## src/hdl/pbsa_pkg.sv

```systemverilog
// Shared types and constants for the BAR sizing and allocation block.
// No dependencies; used by pbsa_alloc and pci_bar_size_and_assign_top.
`default_nettype none

package pbsa_pkg;

    localparam int unsigned ADDR_W     = 64;
    localparam int unsigned WORD_W     = 32;
    localparam int unsigned CFG_IDX_W  = 8;
    localparam int unsigned S_TDATA_W  = 64;
    localparam int unsigned M_TDATA_W  = 168;

    localparam logic [CFG_IDX_W-1:0] REG_WINDOW_BASE   = 8'd0;
    localparam logic [CFG_IDX_W-1:0] REG_WINDOW_LENGTH = 8'd1;

    localparam logic [WORD_W-1:0] WORD_ALL_ONES = 32'hFFFF_FFFF;
    localparam logic [WORD_W-1:0] SIZE_MASK     = 32'hFFFF_FFF0;
    localparam logic [3:0]        FLAGS_MASK    = 4'hF;
    localparam logic [1:0]        TYPE_64BIT    = 2'b10;

    typedef enum logic [1:0] {
        STATUS_SKIPPED  = 2'd0,
        STATUS_ASSIGNED = 2'd1,
        STATUS_NO_SPACE = 2'd2
    } status_t;

    typedef struct packed {
        status_t              status;
        logic [ADDR_W-1:0]    assigned_address;
        logic [WORD_W-1:0]    region_size;
        logic [WORD_W-1:0]    low_word_out;
        logic [WORD_W-1:0]    high_word_out;
        logic                 uses_next_slot;
    } result_t;

endpackage

`default_nettype wire

```

## src/hdl/pbsa_alloc.sv

```systemverilog
// Combinational BAR decode, alignment and window check for one request.
// Depends on pbsa_pkg.
`default_nettype none

module pbsa_alloc (
    input  wire logic [pbsa_pkg::WORD_W-1:0] original_word,
    input  wire logic [pbsa_pkg::WORD_W-1:0] probe_readback,
    input  wire logic [pbsa_pkg::ADDR_W-1:0] free_address,
    input  wire logic [pbsa_pkg::ADDR_W:0]   window_limit,
    output pbsa_pkg::result_t                result,
    output logic [pbsa_pkg::ADDR_W-1:0]      free_address_next
);

    logic [pbsa_pkg::WORD_W-1:0] size32;
    logic [pbsa_pkg::ADDR_W-1:0] align_mask;
    logic [pbsa_pkg::ADDR_W:0]   sum;
    logic [pbsa_pkg::ADDR_W-1:0] addr;
    logic [pbsa_pkg::ADDR_W:0]   region_end;
    logic                        skip;
    logic                        no_space;
    logic                        wide;

    always_comb begin
        size32     = (~(probe_readback & pbsa_pkg::SIZE_MASK)) + 32'd1;
        align_mask = {32'd0, size32 - 32'd1};
        sum        = {1'b0, free_address} + {1'b0, align_mask};
        addr       = sum[pbsa_pkg::ADDR_W-1:0] & ~align_mask;
        region_end = {1'b0, addr} + {33'd0, size32};
        wide       = (original_word[2:1] == pbsa_pkg::TYPE_64BIT);
        skip       = (original_word == '0) || (original_word == pbsa_pkg::WORD_ALL_ONES)
                     || original_word[0] || (size32 == '0);
        no_space   = sum[pbsa_pkg::ADDR_W] || (region_end > window_limit);

        result            = '0;
        result.status     = pbsa_pkg::STATUS_SKIPPED;
        free_address_next = free_address;
        if (!skip) begin
            if (no_space) begin
                result.status = pbsa_pkg::STATUS_NO_SPACE;
            end else begin
                result.status           = pbsa_pkg::STATUS_ASSIGNED;
                result.assigned_address = addr;
                result.region_size      = size32;
                free_address_next       = region_end[pbsa_pkg::ADDR_W-1:0];
                if (wide) begin
                    result.low_word_out   = addr[31:0];
                    result.high_word_out  = addr[63:32];
                    result.uses_next_slot = 1'b1;
                end else begin
                    result.low_word_out = addr[31:0]
                                          | {28'd0, original_word[3:0] & pbsa_pkg::FLAGS_MASK};
                end
            end
        end
    end

endmodule

`default_nettype wire

```

## src/hdl/pci_bar_size_and_assign_top.sv

```systemverilog
// Top level of the BAR sizing and aligned allocation block.
// Depends on pbsa_pkg and pbsa_alloc.
//
// Usage:
//   s_ channel carries one BAR probe per request: the original BAR word and
//   the word read back after writing all ones. m_ channel returns one result
//   per request: status, aligned address, size, words to write back and the
//   64-bit flag. Requests and results move on tvalid && tready.
//   Configuration: cfg_we with cfg_index 0 writes window_base (and reloads
//   the allocation pointer), index 1 writes window_length; other indexes are
//   ignored. Write only while no request is in flight.
//   Path: an accepted request is held in the input register; its result is
//   registered when the result register is empty or m_tready is high.
//   Throughput: one request per cycle while m_tready stays high; the pointer
//   update of one request is visible to the next one in the following cycle
//   through a single align/add/compare path.
//   Reset (aresetn low, synchronous): both stages empty, window base, length
//   and pointer cleared to zero.
//   Stall: while m_tready is low the result holds; one more request can
//   still enter the input register, after which s_tready drops.
`default_nettype none

module pci_bar_size_and_assign_top (
    input  wire logic                              aclk,
    input  wire logic                              aresetn,
    input  wire logic                              cfg_we,
    input  wire logic [pbsa_pkg::CFG_IDX_W-1:0]    cfg_index,
    input  wire logic [pbsa_pkg::ADDR_W-1:0]       cfg_wdata,
    input  wire logic                              s_tvalid,
    output logic                                   s_tready,
    // [31:0] original_word, [63:32] probe_readback
    input  wire logic [pbsa_pkg::S_TDATA_W-1:0]    s_tdata,
    output logic                                   m_tvalid,
    input  wire logic                              m_tready,
    // [1:0] status, [65:2] assigned_address, [97:66] region_size,
    // [129:98] low_word_out, [161:130] high_word_out, [162] uses_next_slot,
    // [167:163] zero
    output logic [pbsa_pkg::M_TDATA_W-1:0]         m_tdata
);

    logic                             in_valid_reg;
    logic [pbsa_pkg::S_TDATA_W-1:0]   in_data_reg;
    logic                             out_valid_reg;
    pbsa_pkg::result_t                out_result_reg;
    logic [pbsa_pkg::ADDR_W-1:0]      base_reg;
    logic [pbsa_pkg::ADDR_W-1:0]      length_reg;
    logic [pbsa_pkg::ADDR_W:0]        limit_reg;
    logic [pbsa_pkg::ADDR_W-1:0]      free_reg;
    logic [pbsa_pkg::ADDR_W-1:0]      free_next;
    pbsa_pkg::result_t                result;
    logic                             out_ready;
    logic                             advance;
    logic                             s_accept;

    assign out_ready = !out_valid_reg || m_tready;
    assign advance   = in_valid_reg && out_ready;
    assign s_tready  = !in_valid_reg || out_ready;
    assign s_accept  = s_tvalid && s_tready;

    pbsa_alloc u_alloc (
        .original_word     (in_data_reg[31:0]),
        .probe_readback    (in_data_reg[63:32]),
        .free_address      (free_reg),
        .window_limit      (limit_reg),
        .result            (result),
        .free_address_next (free_next)
    );

    always_ff @(posedge aclk) begin
        if (!aresetn) begin
            in_valid_reg  <= 1'b0;
            out_valid_reg <= 1'b0;
            base_reg      <= '0;
            length_reg    <= '0;
            limit_reg     <= '0;
            free_reg      <= '0;
        end else begin
            if (s_accept) begin
                in_valid_reg <= 1'b1;
            end else if (advance) begin
                in_valid_reg <= 1'b0;
            end
            if (out_ready) begin
                out_valid_reg <= in_valid_reg;
            end
            if (cfg_we && (cfg_index == pbsa_pkg::REG_WINDOW_BASE)) begin
                base_reg  <= cfg_wdata;
                free_reg  <= cfg_wdata;
                limit_reg <= {1'b0, cfg_wdata} + {1'b0, length_reg};
            end else if (cfg_we && (cfg_index == pbsa_pkg::REG_WINDOW_LENGTH)) begin
                length_reg <= cfg_wdata;
                limit_reg  <= {1'b0, base_reg} + {1'b0, cfg_wdata};
            end else if (advance) begin
                free_reg <= free_next;
            end
        end
    end

    always_ff @(posedge aclk) begin
        if (s_accept) begin
            in_data_reg <= s_tdata;
        end
        if (advance) begin
            out_result_reg <= result;
        end
    end

    assign m_tvalid = out_valid_reg;
    assign m_tdata  = {5'd0,
                       out_result_reg.uses_next_slot,
                       out_result_reg.high_word_out,
                       out_result_reg.low_word_out,
                       out_result_reg.region_size,
                       out_result_reg.assigned_address,
                       out_result_reg.status};

    a_ptr_hold: assert property (@(posedge aclk) disable iff (!aresetn)
        (!cfg_we && !(advance && result.status == pbsa_pkg::STATUS_ASSIGNED))
        |=> $stable(free_reg))
        else $error("allocation pointer moved without an assignment");

    a_ptr_step: assert property (@(posedge aclk) disable iff (!aresetn)
        (!cfg_we && advance && result.status == pbsa_pkg::STATUS_ASSIGNED)
        |=> free_reg == $past(result.assigned_address) + {32'd0, $past(result.region_size)})
        else $error("allocation pointer not advanced past the region");

    a_zero_fields: assert property (@(posedge aclk) disable iff (!aresetn)
        (out_valid_reg && out_result_reg.status != pbsa_pkg::STATUS_ASSIGNED)
        |-> (out_result_reg.assigned_address == '0 && out_result_reg.region_size == '0
             && out_result_reg.low_word_out == '0 && !out_result_reg.uses_next_slot))
        else $error("unassigned result carries nonzero fields");

    a_limit: assert property (@(posedge aclk) disable iff (!aresetn)
        $past(aresetn) |-> limit_reg == {1'b0, base_reg} + {1'b0, length_reg})
        else $error("window limit out of step with base and length");

endmodule

`default_nettype wire

```

## config.mk

```make
export PLATFORM = sky130hd
export DESIGN_NAME = pci_bar_size_and_assign_top
export DESIGN_NICKNAME = d
export VERILOG_FILES = /design/src/hdl/pbsa_pkg.sv /design/src/hdl/pbsa_alloc.sv /design/src/hdl/pci_bar_size_and_assign_top.sv
export SDC_FILE = /design/constraint.sdc
export NUM_CORES = 1
export LEC_CHECK = 0
export ABC_AREA = 1
export BUFFER_PORTS_ARGS = -buffer_cell sky130_fd_sc_hd__buf_2
export CAP_MARGIN = 5
export CORE_MARGIN = 10
export CORE_UTILIZATION = 50
export CTS_CLUSTER_DIAMETER = 100
export DETAILED_ROUTE_END_ITERATION = 7
export PLACE_DENSITY = 0.75
export SLEW_MARGIN = 0
export SYNTH_ARGS = -nofsm -noshare
export SYNTH_HDL_FRONTEND = slang
export SYNTH_SLANG_ARGS = --single-unit
```

## constraint.sdc

```tcl
create_clock -name aclk -period 17.4 [get_ports aclk]
set_input_delay 2.61 -clock aclk [delete_from_list [all_inputs] [get_ports aclk]]
set_output_delay 2.61 -clock aclk [all_outputs]
set_load 0.005 [all_outputs]
```

==> results_dict.tcl, run 1 <==
set metrics [dict create \
    status "finished clean" \
    fin_util_pct 56.5 \
    setup_tns_ns 0 \
    worstMarginPinSlew_ns 1.15 \
    ys_warn_count 0 \
    gr-max-usage-layer "met2" \
    grt_antenna_before_repair 7 \
    fmax_mhz 93.2 \
    cts-root-buf "clkbuf_16" \
    ctsResizeCount 0 \
    insertion_delay_ns 0.61 \
    grt_use_met2_pct 43.2 \
    grt_pass1_vias 28863 \
    drv_slew 0 \
    syn2layout_area_growth_pct 11.3 \
    place_hpwl_mm 85.5 \
    relSlewSlack_pct 22.9 \
    dr.pass1.iters 6 \
    drt_iter0_markers 2974 \
    htree_levels 2 \
    grt_overflow 0 \
    nNetsFinal 5189 \
    rsz0062_at_grt "false" \
    drive_gt1_share_pct 11.8 \
    crit_path_start_kind "flip-flop" \
    r2r-start "in_data_reg[36]" \
    ir_drop_mv 0.0640 \
    rows 91 \
    r2r-end "m_tdata[132]" \
    ys_types 61 \
    finalHoldViolCount 0 \
    tritoncts "yes" \
    drc 0 \
    grt_max_degree 102 \
    port_buffers 293 \
    clock_skew_ns 0.0251 \
    routedWlPerCell_microns 18.5 \
    grt_pass1_wl_mm 161 \
    min_period_over_period_pct 61.7 \
    p_leak_uw 0.0170 \
    vias 31297 \
    crit_slowest_cell "nand2_1" \
    ys.flop_type "dfxtp_1" \
    synth-seq-area-share_pct 34.3 \
    io_pins 311 \
    clock-sinks 446 \
    async_flop_share_pct 0 \
    core_area_sq_mm 0.0621 \
    arrival_ns 11.12 \
    postSynthCellCount 4647 \
    cts_buffers 49 \
    place.gp.congestion 1.04 \
    syn-cell-area_sq_mm 0.0315 \
    synth-edff-count 187 \
    die_y_microns 271 \
    largest_reg_flops 127 \
    clock_path_buffers 3 \
    cts_post_setup_buffers_inserted 0 \
    multiInputGateArea_sq_mm 0.0174 \
    drtAntennaViolNets 0 \
    cap_violations 0 \
    crit_type "reg2reg" \
    grtUsageMet1_pct 37.8 \
    seqCellArea_sq_mm 0.0108 \
    min_from "free_reg[5]" \
    crit_fanout 41 \
    synth-seq-cells 446 \
    finalSetupViolCount 0 \
    initial_utilization_pct 50.8 \
    critPathMaxStageDelay_ns 0.72 \
    worstPathRequired_ns 17.79 \
    hold_end "free_reg[5]" \
    hold_class "reg2reg" \
    track_usage_pct 27.7 \
    final_cell_mix "1178 x nand2_1, 655 x inv_1, 553 x nor2_1" \
    routed_wl_mm 106 \
    endpoint_kind "flip-flop" \
    min_period_ns 10.73 \
    p_per_area_mw_per_mm2 75.4 \
    holdPathStages 2 \
    die_area_sq_mm 0.0735 \
    cts_hold_buf 0 \
    die_w_microns 271 \
    n_fill_cell 6154 \
    avgSynthCellArea_sq_um 6.78 \
    r2r_cells 43 \
    grtUsageMet3_pct 4.37 \
    hold_ws_ns 0.456 \
    regToRegSetupSlack_ns 6.67 \
    clk_pin_slew_ns 0.06 \
    via_per_inst 5.44 \
    final_common_cell "nand2_1" \
]
[worst max path at each step]
stage               startpoint            to  slack [ns]  depth (start not counted)
6_report       in_data_reg[36]  m_tdata[132]        6.67                         43
4_1_cts        in_data_reg[36]  m_tdata[132]        6.76                         43
2_1_floorplan  in_data_reg[36]  free_reg[10]       10.41                         49
3_5_place_dp   in_data_reg[36]  m_tdata[132]        6.82                         43
3_3_place_gp   in_data_reg[36]  m_tdata[132]        6.87                         43
5_1_grt        in_data_reg[36]  m_tdata[132]        5.86                         43
[cell usage after synthesis, types with 3 or more instances]
cell | count | share of area, %
inv_2 | 54 | 0.64
xor2_2 | 4 | 0.21
nand3_1 | 244 | 3.9
nor2_2 | 23 | 0.46
xor2_1 | 74 | 2.1
o21a_1 | 8 | 0.19
and2_1 | 25 | 0.50
clkbuf_1 | 81 | 0.96
a211o_1 | 3 | 0.083
nand2_4 | 7 | 0.25
nor4_1 | 30 | 0.60
a31oi_1 | 62 | 1.2
nor3_1 | 66 | 1.0
nand3b_1 | 8 | 0.19
xnor2_1 | 27 | 0.75
dfxtp_1 | 259 | 16
nand3_2 | 16 | 0.51
a211oi_1 | 4 | 0.095
and3_1 | 4 | 0.079
or4_1 | 4 | 0.095
nand2_1 | 1178 | 14
o21ai_0 | 186 | 3.0
buf_4 | 48 | 1.1
or2_2 | 15 | 0.30
nor2_1 | 555 | 6.6
a21o_1 | 9 | 0.21
a21oi_1 | 395 | 6.3
edfxtp_1 | 187 | 18
nor2_4 | 14 | 0.50
xnor2_2 | 3 | 0.15
a21boi_0 | 8 | 0.19
inv_1 | 658 | 7.8
ha_1 | 173 | 6.9
o221ai_1 | 7 | 0.19
buf_2 | 13 | 0.21
nand2_2 | 40 | 0.79
o21ai_1 | 14 | 0.22
o211ai_1 | 32 | 0.76
nor2_8 | 5 | 0.32
o21bai_1 | 10 | 0.24
nor3b_1 | 6 | 0.14
nand4_1 | 65 | 1.3
[critical path, delay by kind of cell (launching register included)]
kind,cells,cell delay (ns)
XOR/XNOR,2,0.80
AO/OA/AOI/OAI,9,1.80
AND/OR/NAND/NOR,22,4.91
flip-flops,1,0.43
buffers and inverters,6,0.95
adder cells (fa/ha/maj),4,1.55
[cell families (layout without fill, tap and decap cells)]
| logic type | Yosys count | in the layout | share of synthesized area [%] |
|---|---|---|---|
| buffers and inverters | 856 | 1111 | 10.8 |
| xor gates and xnor gates | 108 | 108 | 3.17 |
| DFF | 446 | 446 | 34.3 |
| other | 1 | 17 | 0.0119 |
| adders and majority gates | 174 | 174 | 6.93 |
| AOI/OAI and AO/OA | 751 | 751 | 13.0 |
| and+or+nand+nor | 2311 | 2311 | 31.8 |
[metal layers]
metal / part of all wire, % / vias to the layer above
met2: 44 / 1243
met5: 0.048 / -
li1: - / 15500
met3: 8.0 / 232
met1: 44 / 14314
met4: 4.0 / 8
[power by group]
part	total (uW)	switching (uW)	internal [uW]	leakage [uW]
Combinational	472	333	139	0.0123
Clock	1030	444	586	0.000790
Sequential	1140	15.7	1120	0.00392
[area by class of cell]
type / instances / share of cell area (%)
clock inverter: 24 / 0.632
inverter: 712 / 7.64
multi-input combinational: 3358 / 49.5
sequential: 446 / 30.8
antenna: 3 / 0.0214
clock buffer: 68 / 3.90
tap: 837 / 2.99
timing repair buffer: 307 / 4.48
[through the flow]
step	area, sq um	std cells	worst slack (ns)	power, uW
3_3_place_gp	33500	5660	6.87	1610
2_1_floorplan	31600	4660	10.41	1470
5_1_grt	35100	5755	5.86	2750
4_1_cts	35100	5752	6.76	2650
3_5_place_dp	33500	5660	6.82	1620
6_report	35100	5755	6.67	2640
Note: power is estimated with default switching activity, not from simulation.
==> run 2: changes to the inputs <==
==> constraint.sdc (replaced) <==
create_clock -name aclk -period 10.4 [get_ports aclk]
set_input_delay 1.56 -clock aclk [delete_from_list [all_inputs] [get_ports aclk]]
set_output_delay 1.56 -clock aclk [all_outputs]
set_load 0.005 [all_outputs]
==> run 2 against run 1 <==
  * Sequential power increased by 68%
  * Critical path depth rose by 7
  * Fmax rose by 12%
  * Largest power group unchanged
  * Highest routed layer is now met4
==> results_dict.tcl, run 2 (same netlist as run 1, synthesis figures left out) <==
set metrics [dict create \
    status "finished clean" \
    crit_top_cell "nand2_1" \
    die_w_microns 271 \
    drv_slew 0 \
    finalSetupViolCount 0 \
    cts_buffers 48 \
    via_per_inst 5.43 \
    largest_reg_flops 127 \
    p_per_area_mw_per_mm2 130 \
    rows 91 \
    grt_pass1_wl_mm 168 \
    vias 31222 \
    grt_max_degree 94 \
    endpoint_kind "flip-flop" \
    fin_cells 5755 \
    n_fill_cell 6064 \
    routed_wl_mm 110 \
    worst_slack_ns 0.839 \
    cap_violations 0 \
    io_pins 311 \
    grt_antenna_before_repair 2 \
    crit_fanout 65 \
    insertion_delay_ns 0.62 \
    hold_class "reg2reg" \
    fmax_mhz 105 \
    drive_gt1_share_pct 11.9 \
    track_usage_pct 29.0 \
    grt_pass1_vias 29269 \
    finalHoldViolCount 0 \
    relSlewSlack_pct 35.4 \
    final_common_cell "nand2_1" \
    r2r-start "in_data_reg[36]" \
    dr.pass1.iters 6 \
    cts-root-buf "clkbuf_16" \
    drt_iter0_markers 2897 \
    clock_skew_ns 0.0305 \
    crit_type "reg2reg" \
    clk_pin_slew_ns 0.06 \
    worstPathRequired_ns 10.84 \
    clock_path_buffers 3 \
    die_y_microns 271 \
    syn2layout_area_growth_pct 11.8 \
    die_area_sq_mm 0.0735 \
    ir_drop_mv 0.121 \
    htree_levels 2 \
    min_period_ns 9.56 \
    cts_post_setup_buffers_inserted 0 \
    initial_utilization_pct 50.8 \
    place_hpwl_mm 89.7 \
    place.gp.congestion 1.02 \
    drtAntennaViolNets 0 \
    arrival_ns 10.00 \
    pre_cts_ws_ns 0.861 \
    worstMarginPinSlew_ns 0.966 \
    tritoncts "yes" \
    fin_util_pct 56.8 \
    clock-sinks 446 \
    crit_path_start_kind "flip-flop" \
    grt_overflow 0 \
    drc 0 \
    p_leak_uw 0.0171 \
    rsz0062_at_grt "false" \
    placedCellCount 5663 \
    critPathMaxStageDelay_ns 0.44 \
    final_cell_mix "1178 x nand2_1, 655 x inv_1, 553 x nor2_1" \
    min_period_over_period_pct 91.9 \
    crit_slowest_cell "ha_1" \
    core_area_sq_mm 0.0621 \
    port_buffers 293 \
    setup_tns_ns 0 \
    nNetsFinal 5191 \
    p_total_uw 4570 \
    routedWlPerCell_microns 19.1 \
    cp-startpoint "in_data_reg[36]" \
    min_from "base_reg[60]" \
]
## run 2: worst paths after layout
check	cells after the start	end	slack, ns
max	50	free_reg[60]	0.84
min	2	base_reg[60]	0.47
max reg2reg	50	free_reg[60]	0.84
min reg2reg	2	base_reg[60]	0.47
## run 2: per-stage QoR
step | cell area [sq um] | hold WS [ns]
6_report | 35200 | 0.470
5_1_grt | 35200 | 0.489
4_1_cts | 35200 | 0.473
3_5_place_dp | 33500 | 0.465
3_3_place_gp | 33500 | 0.458
2_1_floorplan | 31600 | 0.429
## run 2: where the power goes
part	leakage [uW]	switching, uW	internal, uW
Clock	0.000832	747	1110
Combinational	0.0123	566	237
Sequential	0.00392	28.1	1880
Total	0.0171	1340	3230
## run 2: per-layer routing
metal	routed length [microns]	part of all wire [%]	track usage, %	up-vias
met5	0	0	0	-
met4	3130	2.8	7.98	0
met3	7660	7.0	3.54	151
met2	49100	45	46.8	1088
met1	49900	45	40.2	14464
li1	-	-	-	15519
## run 2: layout make-up
cell class | count | area [sq um] | share of cell area [%]
multi-input cells | 3358 | 17400 | 49.3
flip-flops and latches | 446 | 10800 | 30.6
inverters | 712 | 2680 | 7.60
repair buffers | 310 | 1620 | 4.59
clock buffers | 65 | 1340 | 3.79
well taps | 837 | 1050 | 2.97
clock inverters | 25 | 384 | 1.09
diodes | 2 | 5.00 | 0.0142
## run 2: timing repair
action / CTS / global route
hold buffers: 0 / 0
setup endpoints to repair: 0 / 1
resized for setup: 0 / 2
## run 2: worst max-delay path, delay by kind of cell (launching register included)
kind | cells | cell delay [ns]
XOR/XNOR | 2 | 0.78
adder cells (fa/ha/maj) | 4 | 1.46
AND/OR/NAND/NOR | 25 | 3.56
flip-flops | 1 | 0.42
AO/OA/AOI/OAI | 13 | 2.18
buffers and inverters | 6 | 0.88
